<file path="src/design/wpa_pkg.sv">
package wpa_pkg;

   localparam int SAMPLE_W = 32;
   localparam int STEP_W = 16;
   localparam int DECADE_W = 34;
   localparam int PROD_W = DECADE_W + STEP_W;
   localparam int SCALE_W = 48;
   localparam int CSR_INDEX_W = 8;
   localparam int CSR_DATA_W = 16;

   localparam logic [DECADE_W-1:0] DECADE_LOG_START = DECADE_W'(1);
   localparam logic [DECADE_W-1:0] DECADE_LIN_START = DECADE_W'(10000);
   localparam logic [DECADE_W-1:0] DECADE_CAP = DECADE_W'(64'd10000000000);
   localparam logic [SCALE_W-1:0] SCALE_MAX = {SCALE_W{1'b1}};

   localparam logic [CSR_INDEX_W-1:0] CSR_LOG_DETECTOR = CSR_INDEX_W'(0);
   localparam logic [CSR_INDEX_W-1:0] CSR_RANGE_LOW = CSR_INDEX_W'(1);
   localparam logic [CSR_INDEX_W-1:0] CSR_RANGE_MID = CSR_INDEX_W'(2);
   localparam logic [CSR_INDEX_W-1:0] CSR_RANGE_HIGH = CSR_INDEX_W'(3);

   typedef struct packed {
      logic log_detector;
      logic [STEP_W-1:0] range_low;
      logic [STEP_W-1:0] range_mid;
      logic [STEP_W-1:0] range_high;
   } cfg_type;

   localparam cfg_type CFG_RESET = '{
      log_detector: 1'b1,
      range_low: STEP_W'(1),
      range_mid: STEP_W'(2),
      range_high: STEP_W'(5)
   };

endpackage

</file>
<file path="src/design/window_peak_autorange_core.sv">
// Peak-hold autoranging core for a power meter display.
// Samples in microwatts enter through a queue-style port: a sample transfers
// when push is high and full is low. Each sample is written into a ring of the
// last WINDOW_SIZE samples, the ring is scanned for its peak, and the back end
// picks a full-scale value from that peak and the three range steps.
// Results leave through a queue-style port: while empty is low the oldest result
// sits on rsp_scale_uw and rsp_peak_uw and transfers when pop is high.
//
// The front end scans the ring through the single read port of its RAM and
// holds full high until it has pushed the peak into the queue, so it takes a
// new sample only after it is through with the last one. The back end spends a
// multiply and a check on each decade step of the search on its shared
// multiplier. A two-entry queue between them lets both run at once.
//
// Reset marks the ring empty (slots not yet written are skipped), sets the write
// position to zero and loads the register defaults. When the receiver stalls the
// result stays in the output register, the back end and then the queue fill,
// and full rises; no result is lost. The user must write configuration through
// valid, ready, csr_index and csr_data only while the core is idle (unenforced).
module window_peak_autorange_core #(
   parameter int WINDOW_SIZE = 16
) (
   input  logic                            clock,
   input  logic                            reset,
   input  logic                            push,
   output logic                            full,
   input  logic [wpa_pkg::SAMPLE_W-1:0]    req_sample_uw,
   output logic                            empty,
   input  logic                            pop,
   output logic [wpa_pkg::SCALE_W-1:0]     rsp_scale_uw,
   output logic [wpa_pkg::SAMPLE_W-1:0]    rsp_peak_uw,
   input  logic                            valid,
   output logic                            ready,
   input  logic [wpa_pkg::CSR_INDEX_W-1:0] csr_index,
   input  logic [wpa_pkg::CSR_DATA_W-1:0]  csr_data
);
   import wpa_pkg::*;

   cfg_type cfg_ff, cfg_in;

   logic q_push;
   logic q_full;
   logic [SAMPLE_W-1:0] q_in_peak;
   logic q_pop;
   logic q_empty;
   logic [SAMPLE_W-1:0] q_out_peak;

   // Register writes are always taken; indexes beyond the list are ignored.
   assign ready = 1'b1;

   always_comb begin
      cfg_in = cfg_ff;
      if (valid) begin
         unique case (csr_index)
            CSR_LOG_DETECTOR: cfg_in.log_detector = csr_data[0];
            CSR_RANGE_LOW:    cfg_in.range_low = csr_data;
            CSR_RANGE_MID:    cfg_in.range_mid = csr_data;
            CSR_RANGE_HIGH:   cfg_in.range_high = csr_data;
            default: begin
               cfg_in = cfg_ff;
            end
         endcase
      end
   end

   always_ff @(posedge clock) begin
      if (reset) begin
         cfg_ff <= CFG_RESET;
      end else begin
         cfg_ff <= cfg_in;
      end
   end

   // The front end stores the sample and finds the window peak.
   wpa_front #(
      .WINDOW_SIZE(WINDOW_SIZE)
   ) u_front (
      .clock    (clock),
      .reset    (reset),
      .push     (push),
      .full     (full),
      .sample_uw(req_sample_uw),
      .q_push   (q_push),
      .q_full   (q_full),
      .q_peak   (q_in_peak)
   );

   // Peaks wait here until the back end is free.
   wpa_queue u_queue (
      .clock    (clock),
      .reset    (reset),
      .push     (q_push),
      .push_data(q_in_peak),
      .full     (q_full),
      .pop      (q_pop),
      .pop_data (q_out_peak),
      .empty    (q_empty)
   );

   // The back end searches the decade, selects the step and holds the result.
   wpa_back u_back (
      .clock   (clock),
      .reset   (reset),
      .cfg     (cfg_ff),
      .q_empty (q_empty),
      .q_peak  (q_out_peak),
      .q_pop   (q_pop),
      .empty   (empty),
      .pop     (pop),
      .scale_uw(rsp_scale_uw),
      .peak_uw (rsp_peak_uw)
   );

endmodule

</file>
<file path="src/design/wpa_ram.sv">
module wpa_ram #(
   parameter int WIDTH = 32,
   parameter int DEPTH = 16
) (
   input  logic                     clock,
   input  logic                     wr_en,
   input  logic [$clog2(DEPTH)-1:0] wr_addr,
   input  logic [WIDTH-1:0]         wr_data,
   input  logic                     rd_en,
   input  logic [$clog2(DEPTH)-1:0] rd_addr,
   output logic [WIDTH-1:0]         rd_data
);

   logic [WIDTH-1:0] mem [DEPTH];
   logic [WIDTH-1:0] rd_data_ff;

   always_ff @(posedge clock) begin
      if (wr_en) begin
         mem[wr_addr] <= wr_data;
      end
      if (rd_en) begin
         rd_data_ff <= mem[rd_addr];
      end
   end

   assign rd_data = rd_data_ff;

endmodule

</file>
<file path="src/design/wpa_front.sv">
module wpa_front #(
   parameter int WINDOW_SIZE = 16
) (
   input  logic                   clock,
   input  logic                   reset,
   input  logic                   push,
   output logic                   full,
   input  logic [wpa_pkg::SAMPLE_W-1:0] sample_uw,
   output logic                   q_push,
   input  logic                   q_full,
   output logic [wpa_pkg::SAMPLE_W-1:0] q_peak
);
   import wpa_pkg::*;

   localparam int ADDR_W = $clog2(WINDOW_SIZE);
   localparam int FILL_W = $clog2(WINDOW_SIZE + 1);
   localparam logic [ADDR_W-1:0] LAST_ADDR = ADDR_W'(WINDOW_SIZE - 1);
   localparam logic [FILL_W-1:0] FILL_MAX = FILL_W'(WINDOW_SIZE);

   typedef enum logic [3:0] {
      F_IDLE  = 4'b0001,
      F_SCAN  = 4'b0010,
      F_DRAIN = 4'b0100,
      F_PUSH  = 4'b1000
   } front_state_type;

   front_state_type state_ff, state_in;
   logic [ADDR_W-1:0] write_pos_ff, write_pos_in;
   logic [ADDR_W-1:0] scan_cnt_ff, scan_cnt_in;
   logic [FILL_W-1:0] fill_ff, fill_in;
   logic take_ff, take_in;
   logic [SAMPLE_W-1:0] peak_ff, peak_in;
   logic [SAMPLE_W-1:0] rd_data;
   logic accept;
   logic rd_en;

   assign accept = push && (state_ff == F_IDLE);
   assign rd_en = (state_ff == F_SCAN);

   wpa_ram #(
      .WIDTH(SAMPLE_W),
      .DEPTH(WINDOW_SIZE)
   ) u_ring (
      .clock  (clock),
      .wr_en  (accept),
      .wr_addr(write_pos_ff),
      .wr_data(sample_uw),
      .rd_en  (rd_en),
      .rd_addr(scan_cnt_ff),
      .rd_data(rd_data)
   );

   always_comb begin
      state_in = state_ff;
      write_pos_in = write_pos_ff;
      scan_cnt_in = scan_cnt_ff;
      fill_in = fill_ff;
      peak_in = peak_ff;
      take_in = 1'b0;

      // Entries beyond the fill count were never written, so they are skipped.
      if (take_ff && (rd_data > peak_ff)) begin
         peak_in = rd_data;
      end

      unique case (state_ff)
         F_IDLE: begin
            if (push) begin
               write_pos_in = (write_pos_ff == LAST_ADDR) ? '0 : write_pos_ff + 1'b1;
               if (fill_ff != FILL_MAX) begin
                  fill_in = fill_ff + 1'b1;
               end
               scan_cnt_in = '0;
               peak_in = '0;
               state_in = F_SCAN;
            end
         end
         F_SCAN: begin
            take_in = FILL_W'(scan_cnt_ff) < fill_ff;
            if (scan_cnt_ff == LAST_ADDR) begin
               state_in = F_DRAIN;
            end else begin
               scan_cnt_in = scan_cnt_ff + 1'b1;
            end
         end
         F_DRAIN: begin
            state_in = F_PUSH;
         end
         F_PUSH: begin
            if (!q_full) begin
               state_in = F_IDLE;
            end
         end
         default: begin
            state_in = F_IDLE;
         end
      endcase
   end

   always_ff @(posedge clock) begin
      if (reset) begin
         state_ff <= F_IDLE;
         write_pos_ff <= '0;
         fill_ff <= '0;
         take_ff <= 1'b0;
      end else begin
         state_ff <= state_in;
         write_pos_ff <= write_pos_in;
         fill_ff <= fill_in;
         take_ff <= take_in;
      end
      scan_cnt_ff <= scan_cnt_in;
      peak_ff <= peak_in;
   end

   assign full = (state_ff != F_IDLE);
   assign q_push = (state_ff == F_PUSH) && !q_full;
   assign q_peak = peak_ff;

endmodule

</file>
<file path="src/design/wpa_queue.sv">
module wpa_queue (
   input  logic                   clock,
   input  logic                   reset,
   input  logic                   push,
   input  logic [wpa_pkg::SAMPLE_W-1:0] push_data,
   output logic                   full,
   input  logic                   pop,
   output logic [wpa_pkg::SAMPLE_W-1:0] pop_data,
   output logic                   empty
);
   import wpa_pkg::*;

   logic [SAMPLE_W-1:0] slot_ff [2];
   logic wr_ptr_ff, wr_ptr_in;
   logic rd_ptr_ff, rd_ptr_in;
   logic [1:0] count_ff, count_in;
   logic do_push, do_pop;

   assign full = (count_ff == 2'd2);
   assign empty = (count_ff == 2'd0);
   assign do_push = push && !full;
   assign do_pop = pop && !empty;

   always_comb begin
      wr_ptr_in = do_push ? !wr_ptr_ff : wr_ptr_ff;
      rd_ptr_in = do_pop ? !rd_ptr_ff : rd_ptr_ff;
      count_in = count_ff;
      if (do_push && !do_pop) begin
         count_in = count_ff + 2'd1;
      end else if (do_pop && !do_push) begin
         count_in = count_ff - 2'd1;
      end
   end

   always_ff @(posedge clock) begin
      if (reset) begin
         wr_ptr_ff <= 1'b0;
         rd_ptr_ff <= 1'b0;
         count_ff <= 2'd0;
      end else begin
         wr_ptr_ff <= wr_ptr_in;
         rd_ptr_ff <= rd_ptr_in;
         count_ff <= count_in;
      end
      if (do_push) begin
         slot_ff[wr_ptr_ff] <= push_data;
      end
   end

   assign pop_data = slot_ff[rd_ptr_ff];

endmodule

</file>
<file path="src/design/wpa_back.sv">
module wpa_back (
   input  logic                   clock,
   input  logic                   reset,
   input  wpa_pkg::cfg_type       cfg,
   input  logic                   q_empty,
   input  logic [wpa_pkg::SAMPLE_W-1:0] q_peak,
   output logic                   q_pop,
   output logic                   empty,
   input  logic                   pop,
   output logic [wpa_pkg::SCALE_W-1:0] scale_uw,
   output logic [wpa_pkg::SAMPLE_W-1:0] peak_uw
);
   import wpa_pkg::*;

   typedef enum logic [5:0] {
      B_IDLE  = 6'b000001,
      B_MULH  = 6'b000010,
      B_CHECK = 6'b000100,
      B_MULM  = 6'b001000,
      B_MULL  = 6'b010000,
      B_OUT   = 6'b100000
   } back_state_type;

   back_state_type state_ff, state_in;
   logic [DECADE_W-1:0] decade_ff, decade_in;
   logic [SAMPLE_W-1:0] peak_ff, peak_in;
   logic [PROD_W-1:0] prod_hi_ff, prod_hi_in;
   logic [PROD_W-1:0] prod_mid_ff, prod_mid_in;
   logic [PROD_W-1:0] prod_low_ff, prod_low_in;
   logic out_valid_ff, out_valid_in;
   logic [SCALE_W-1:0] out_scale_ff, out_scale_in;
   logic [SAMPLE_W-1:0] out_peak_ff, out_peak_in;

   logic [STEP_W-1:0] mul_step;
   logic [PROD_W-1:0] mul_out;
   logic [PROD_W-1:0] peak_wide;
   logic [PROD_W-1:0] sel_scale;
   logic out_free;

   assign peak_wide = PROD_W'(peak_ff);
   assign out_free = !out_valid_ff || pop;

   // One shared multiplier serves the decade search and both lower steps.
   always_comb begin
      mul_step = cfg.range_high;
      if (state_ff == B_MULM) begin
         mul_step = cfg.range_mid;
      end else if (state_ff == B_MULL) begin
         mul_step = cfg.range_low;
      end
      mul_out = PROD_W'(decade_ff) * PROD_W'(mul_step);
   end

   always_comb begin
      if (peak_wide >= prod_mid_ff) begin
         sel_scale = prod_hi_ff;
      end else if (peak_wide >= prod_low_ff) begin
         sel_scale = prod_mid_ff;
      end else begin
         sel_scale = prod_low_ff;
      end
   end

   always_comb begin
      state_in = state_ff;
      decade_in = decade_ff;
      peak_in = peak_ff;
      prod_hi_in = prod_hi_ff;
      prod_mid_in = prod_mid_ff;
      prod_low_in = prod_low_ff;
      out_valid_in = out_valid_ff && !pop;
      out_scale_in = out_scale_ff;
      out_peak_in = out_peak_ff;
      q_pop = 1'b0;

      unique case (state_ff)
         B_IDLE: begin
            if (!q_empty) begin
               q_pop = 1'b1;
               peak_in = q_peak;
               decade_in = cfg.log_detector ? DECADE_LOG_START : DECADE_LIN_START;
               state_in = B_MULH;
            end
         end
         B_MULH: begin
            prod_hi_in = mul_out;
            state_in = B_CHECK;
         end
         B_CHECK: begin
            if ((prod_hi_ff < peak_wide) && (decade_ff < DECADE_CAP)) begin
               decade_in = (decade_ff << 3) + (decade_ff << 1);
               state_in = B_MULH;
            end else begin
               state_in = B_MULM;
            end
         end
         B_MULM: begin
            prod_mid_in = mul_out;
            state_in = B_MULL;
         end
         B_MULL: begin
            prod_low_in = mul_out;
            state_in = B_OUT;
         end
         B_OUT: begin
            if (out_free) begin
               out_valid_in = 1'b1;
               out_scale_in = (sel_scale[PROD_W-1:SCALE_W] != '0) ?
                              SCALE_MAX : sel_scale[SCALE_W-1:0];
               out_peak_in = peak_ff;
               state_in = B_IDLE;
            end
         end
         default: begin
            state_in = B_IDLE;
         end
      endcase
   end

   always_ff @(posedge clock) begin
      if (reset) begin
         state_ff <= B_IDLE;
         out_valid_ff <= 1'b0;
      end else begin
         state_ff <= state_in;
         out_valid_ff <= out_valid_in;
      end
      decade_ff <= decade_in;
      peak_ff <= peak_in;
      prod_hi_ff <= prod_hi_in;
      prod_mid_ff <= prod_mid_in;
      prod_low_ff <= prod_low_in;
      out_scale_ff <= out_scale_in;
      out_peak_ff <= out_peak_in;
   end

   assign empty = !out_valid_ff;
   assign scale_uw = out_scale_ff;
   assign peak_uw = out_peak_ff;

endmodule

</file>
<file path="config.mk">
export PLATFORM = sky130hd
export DESIGN_NAME = window_peak_autorange_core
export DESIGN_NICKNAME = d
export VERILOG_FILES = /design/src/design/wpa_pkg.sv /design/src/design/window_peak_autorange_core.sv /design/src/design/wpa_ram.sv /design/src/design/wpa_front.sv /design/src/design/wpa_queue.sv /design/src/design/wpa_back.sv
export SDC_FILE = /design/constraint.sdc
export NUM_CORES = 2
export LEC_CHECK = 0
export BUFFER_PORTS_ARGS = -buffer_cell sky130_fd_sc_hd__clkbuf_2
export CAP_MARGIN = 15
export CELL_PAD_IN_SITES_DETAIL_PLACEMENT = 0
export CELL_PAD_IN_SITES_GLOBAL_PLACEMENT = 2
export CORE_ASPECT_RATIO = 1.4
export CORE_MARGIN = 2
export CORE_UTILIZATION = 49
export CTS_CLUSTER_SIZE = 16
export DETAILED_ROUTE_END_ITERATION = 8
export PLACE_DENSITY_LB_ADDON = 0.1
export SETUP_SLACK_MARGIN = 0.3
export SYNTH_ARGS = -nofsm -noshare
export SYNTH_HDL_FRONTEND = slang
export SYNTH_SLANG_ARGS = --single-unit
</file>
<file path="constraint.sdc">
create_clock -name clock -period 21.3 [get_ports clock]
set_input_delay 1.065 -clock clock [delete_from_list [all_inputs] [get_ports clock]]
set_output_delay 1.065 -clock clock [all_outputs]
set_load 0.02 [all_outputs]
</file>
==> summary.md <==
| Metric | Value |
|---|---|
| Run status | `finished clean` |
| Clock tree from TritonCTS | `yes` |
| Area enclosed by the die boundary | `roughly 120000 um^2` |
| Vias per Instance | `around 5.6` |
| Largest net degree at the start of global routing | `75` |
| H-Tree Depth | `3` |
| Global-route track usage on met2 | `0.484` |
| Number of distinct library cell variants in the gate-level netlist after synthesis | `71` |
| Portion of total power attributed to sequential cells | `0.416` |
| Total congestion overflow | `0` |
| Least-Margin Pin Slew | `approximately 1.1 ns` |
| Standard cell with the maximum stage delay on the critical path | `buf_4` |
| Critical path data arrival time | `about 10 ns` |
| Leading area contributor after synthesis | `edfxtp_1` |
| PostCTS Resize Cnt | `0` |
| Time the worst path needs with I/O delays and setup | `9.90 ns` |
| Quantity of hold-fixing buffers added after cts | `0` |
| Cell count of the worst hold path | `1` |
| Clock root buffer | `clkbuf_16` |
| Final cycle utilization of the critical path | `0.465` |
| Psw | `between 2 and 2.5 mW` |
| Number of nets in the synthesized netlist | `5338` |
| Synthesized instance count | `about 4500` |
| FFs w/ async S/R, synth | `0` |
| Ports placed on the boundary | `between 100 and 150` |
| Proportion of layout cells with a drive suffix above 1 | `0.133` |
| Global-route usage over all layers | `0.252` |
| Share of synthesized area occupied by flip-flops and latches | `0.497` |
| Via count of the first global-routing pass | `about 37000` |
| DRT iter0 DRCs | `between 2000 and 2500` |
| Accumulated negative setup slack | `0 ns` |
| Vias after detailed routing | `~35000` |
| Half-perimeter wire length of the detailed placement result | `106 mm` |
| Cell repeated most along the worst path | `fa_1` |
| Final setup violation count | `0` |
| Cts bufs inserted | `just under 100` |
| Register-to-register setup slack | `11.40 ns` |
| Clock slew at the register clock pins of the worst setup and hold paths | `around 0.06 ns` |
| Flops & latches, synth | `a little over 1000` |
| RSZ-0062 raised after global routing | `false` |
| Post-route DRC violation count | `0` |
| Sink of the worst hold path | `cfg_ff[32]` |
| Leakage | `~26 nW` |
| Floorplan die height | `a little over 400 um` |
| Post-Route WL | `153 mm` |
| Cell area after technology mapping | `59200 um^2` |
| Post-Route Utilization | `0.547` |
| Count of fill cells added during filler insertion | `10039` |
| Relative slew margins | `0.239` |
| Final antenna-violating net count | `0` |
| Portion of total power attributed to combinational logic | `0.295` |
| Rows | `150` |
| IO buf count | `between 100 and 150` |
| Number of cells on the worst reg-to-reg path | `28` |
| Area taken by flip-flops and latches | `29400 um^2` |
| Average wire length per cell after detail routing | `roughly 24 um` |
| Maximum fanout count along the critical path | `54` |
| Number of optimization iterations in the first detailed-route pass | `7` |
| Highest clock rate | `slightly above 0.1 GHz` |
| Crit end category | `flip-flop` |
| Category of the most critical setup path | `flip-flop to flip-flop` |
| Sw Share | `0.344` |
| Buffer levels on the longest clock path | `3` |
| Initial antenna violation count | `4` |
| Commonest register cell after synthesis | `edfxtp_1` |
| Startpoint of the worst register-to-register path | `u_back.state_ff[0]` |
| Post-layout net count | `roughly 5500` |
| Startpoint Class | `flip-flop` |
| Area added between synthesis and finish | `10.5%` |
| Grt peak-use layer | `met2` |
| Number of warnings printed during yosys synthesis | `0` |
| Post-Syn Area per Cell | `13.0 um^2` |
| Data required time of the critical path | `roughly 22 ns` |
| Clock insertion delay at the later pin of the skew report | `0.74 ns` |
| Type of the most critical hold path | `flip-flop to flip-flop` |
| Number of post-CTS setup repair buffers | `0` |
| Area taken by multi-input logic gates | `roughly 27000 um^2` |
| Crit Reg-Reg Endpoint | `u_back.prod_mid_ff[48]` |
| Clock share of power | `0.290` |
| Number of synthesized flops with an enable pin | `a little over 900` |
| Maximum single-stage delay on the critical path | `0.71 ns` |
| Area share of the largest cell type after synthesis | `0.461` |
| Routing usage on met3 | `0.0277` |
| First-pass GRT wire length | `232 mm` |
| Power density over the cells | `93.4 nW/um^2` |
| Max Clock Skew | `approximately 0.073 ns` |
| Core Box Area | `about 120000 um^2` |
| Top cells by area in the synthesized netlist | `edfxtp_1 46%, fa_1 15%, ha_1 6.1%` |
| Worst vdd rail ir drop | `approximately 0.000095 V` |
| Grt met1 use | `0.290` |
| Internal Dissipation | `4.01 mW` |
| Hold violation count in the final report | `0` |
| Total number of clock tree sinks | `between 1000 and 1500` |
| Startpoint of the worst hold path | `cfg_ff[32]` |
| Final slew viol count | `0` |
| Initial core utilization | `0.495` |
| RD Place Congestion | `~0.86` |
| Die extent in x | `~300 um` |
| Max-cap viol count | `0` |
[cell families (layout without fill, tap and decap cells)]
group,Yosys count,count (layout),synth area share
AOI/OAI and AO/OA,506,506,0.0572
adders and majority gates,737,737,0.213
buffers and inverters,840,1044,0.0536
other,1,2,0.0000634
xor gates and xnor gates,80,80,0.0118
and+or+nand+nor,1095,1095,0.0883
DFF,1014,1014,0.497
muxes,267,267,0.0797
[critical path: cells and delay by family, from the launching register on]
kind / cells / cell delay, ns
and+or+nand+nor: 7 / 2.10
buffers and inverters: 6 / 1.83
adders and majority gates: 7 / 3.44
DFF: 1 / 0.32
AOI/OAI and AO/OA: 8 / 1.93
[cells in the final DEF (no fill, tap or decap), types with 42 or more instances in the layout]
cell type	instances
a211oi_1	56
mux4_2	160
clkbuf_2	142
inv_1	634
o211ai_1	56
and2_1	235
clkbuf_16	98
dfxtp_1	106
nand2_1	403
a21o_1	99
edfxtp_1	908
a21oi_1	138
xnor2_1	44
nor2_1	228
o21ai_0	42
buf_4	86
fa_1	447
mux2i_1	75
ha_1	290
[routing by layer]
metal,share of wire,wire [um]
met3,0.035,5300
met5,0.00022,34
met4,0.030,4610
met1,0.37,57000
met2,0.56,86500
[stage by stage]
step	total power, mW	hold WS [ns]	area (um^2)	setup WS [ns]	std cells
floorplan	3.68	0.435	59200	11.92	4540
global placement	4.40	0.446	62100	11.39	6161
detailed placement	4.41	0.449	62100	11.26	6161
CTS	6.19	0.465	65400	11.24	6340
global route	6.42	0.476	65400	10.78	6340
finish	6.11	0.463	65400	11.40	6341
[worst max path at each step]
| stage | start | depth (start not counted) | slack, ns | endpoint |
|---|---|---|---|---|
| 5_1_grt | u_back.state_ff[0] | 28 | 10.78 | u_back.prod_hi_ff[48] |
| 4_1_cts | u_back.state_ff[0] | 28 | 11.24 | u_back.prod_hi_ff[48] |
| 3_5_place_dp | u_back.state_ff[0] | 28 | 11.26 | u_back.prod_hi_ff[48] |
| 3_3_place_gp | u_back.state_ff[0] | 28 | 11.39 | u_back.prod_hi_ff[48] |
| 6_report | u_back.state_ff[0] | 28 | 11.40 | u_back.prod_mid_ff[48] |
| 2_1_floorplan | u_back.state_ff[0] | 28 | 11.92 | u_back.prod_hi_ff[48] |
[synthesized netlist by cell type, types with 4 or more instances]
cell	number
a31o_2	4
o21ai_1	11
mux2i_1	75
mux2_2	32
dfxtp_1	106
a211o_1	10
buf_2	12
nor3b_1	7
and3_1	11
ha_1	290
mux4_2	160
nor2_1	241
xor2_1	36
o21ai_0	42
nand2b_1	19
clkbuf_1	166
o31ai_1	5
nand3b_1	8
o21a_1	15
a211oi_1	56
edfxtp_1	908
a21o_1	99
nand2_1	404
and2_1	237
or3_1	10
nor3_1	29
o211ai_1	56
and4_1	7
nand4_1	32
o21bai_1	11
a31oi_1	25
a221oi_1	5
a21oi_1	138
nor4_1	19
nand3_1	35
buf_1	24
xnor2_1	44
inv_1	636
nor2b_1	22
fa_1	447
[power by group through the flow]
stage	clock (mW)	combinational, mW	sequential, mW
floorplan	0	1.21	2.48
global placement	0	1.82	2.58
CTS	1.81	1.83	2.54
finish	1.77	1.80	2.54
detailed placement	0	1.82	2.58
global route	1.88	1.99	2.55
[flip-flops by register name (all words and copies together) (netlist names), 34 cells and up]
register,cells
cfg_ff,49
u_back.decade_ff,34
u_back.prod_hi_ff,50
u_back.prod_low_ff,50
u_back.prod_mid_ff,50
u_back.scale_uw,48
u_front.u_ring.mem,512
u_queue.slot_ff,64
[cell type report]
class | count | share of cell area
flip-flops and latches | 1014 | 0.449
inverters | 637 | 0.0366
well taps | 1596 | 0.0305
repair buffers | 228 | 0.0207
clock buffers | 115 | 0.0388
diodes | 1 | 0.0000383
multi-input cells | 2686 | 0.412
clock inverters | 64 | 0.0117
Note: power is estimated with default switching activity, not from simulation.
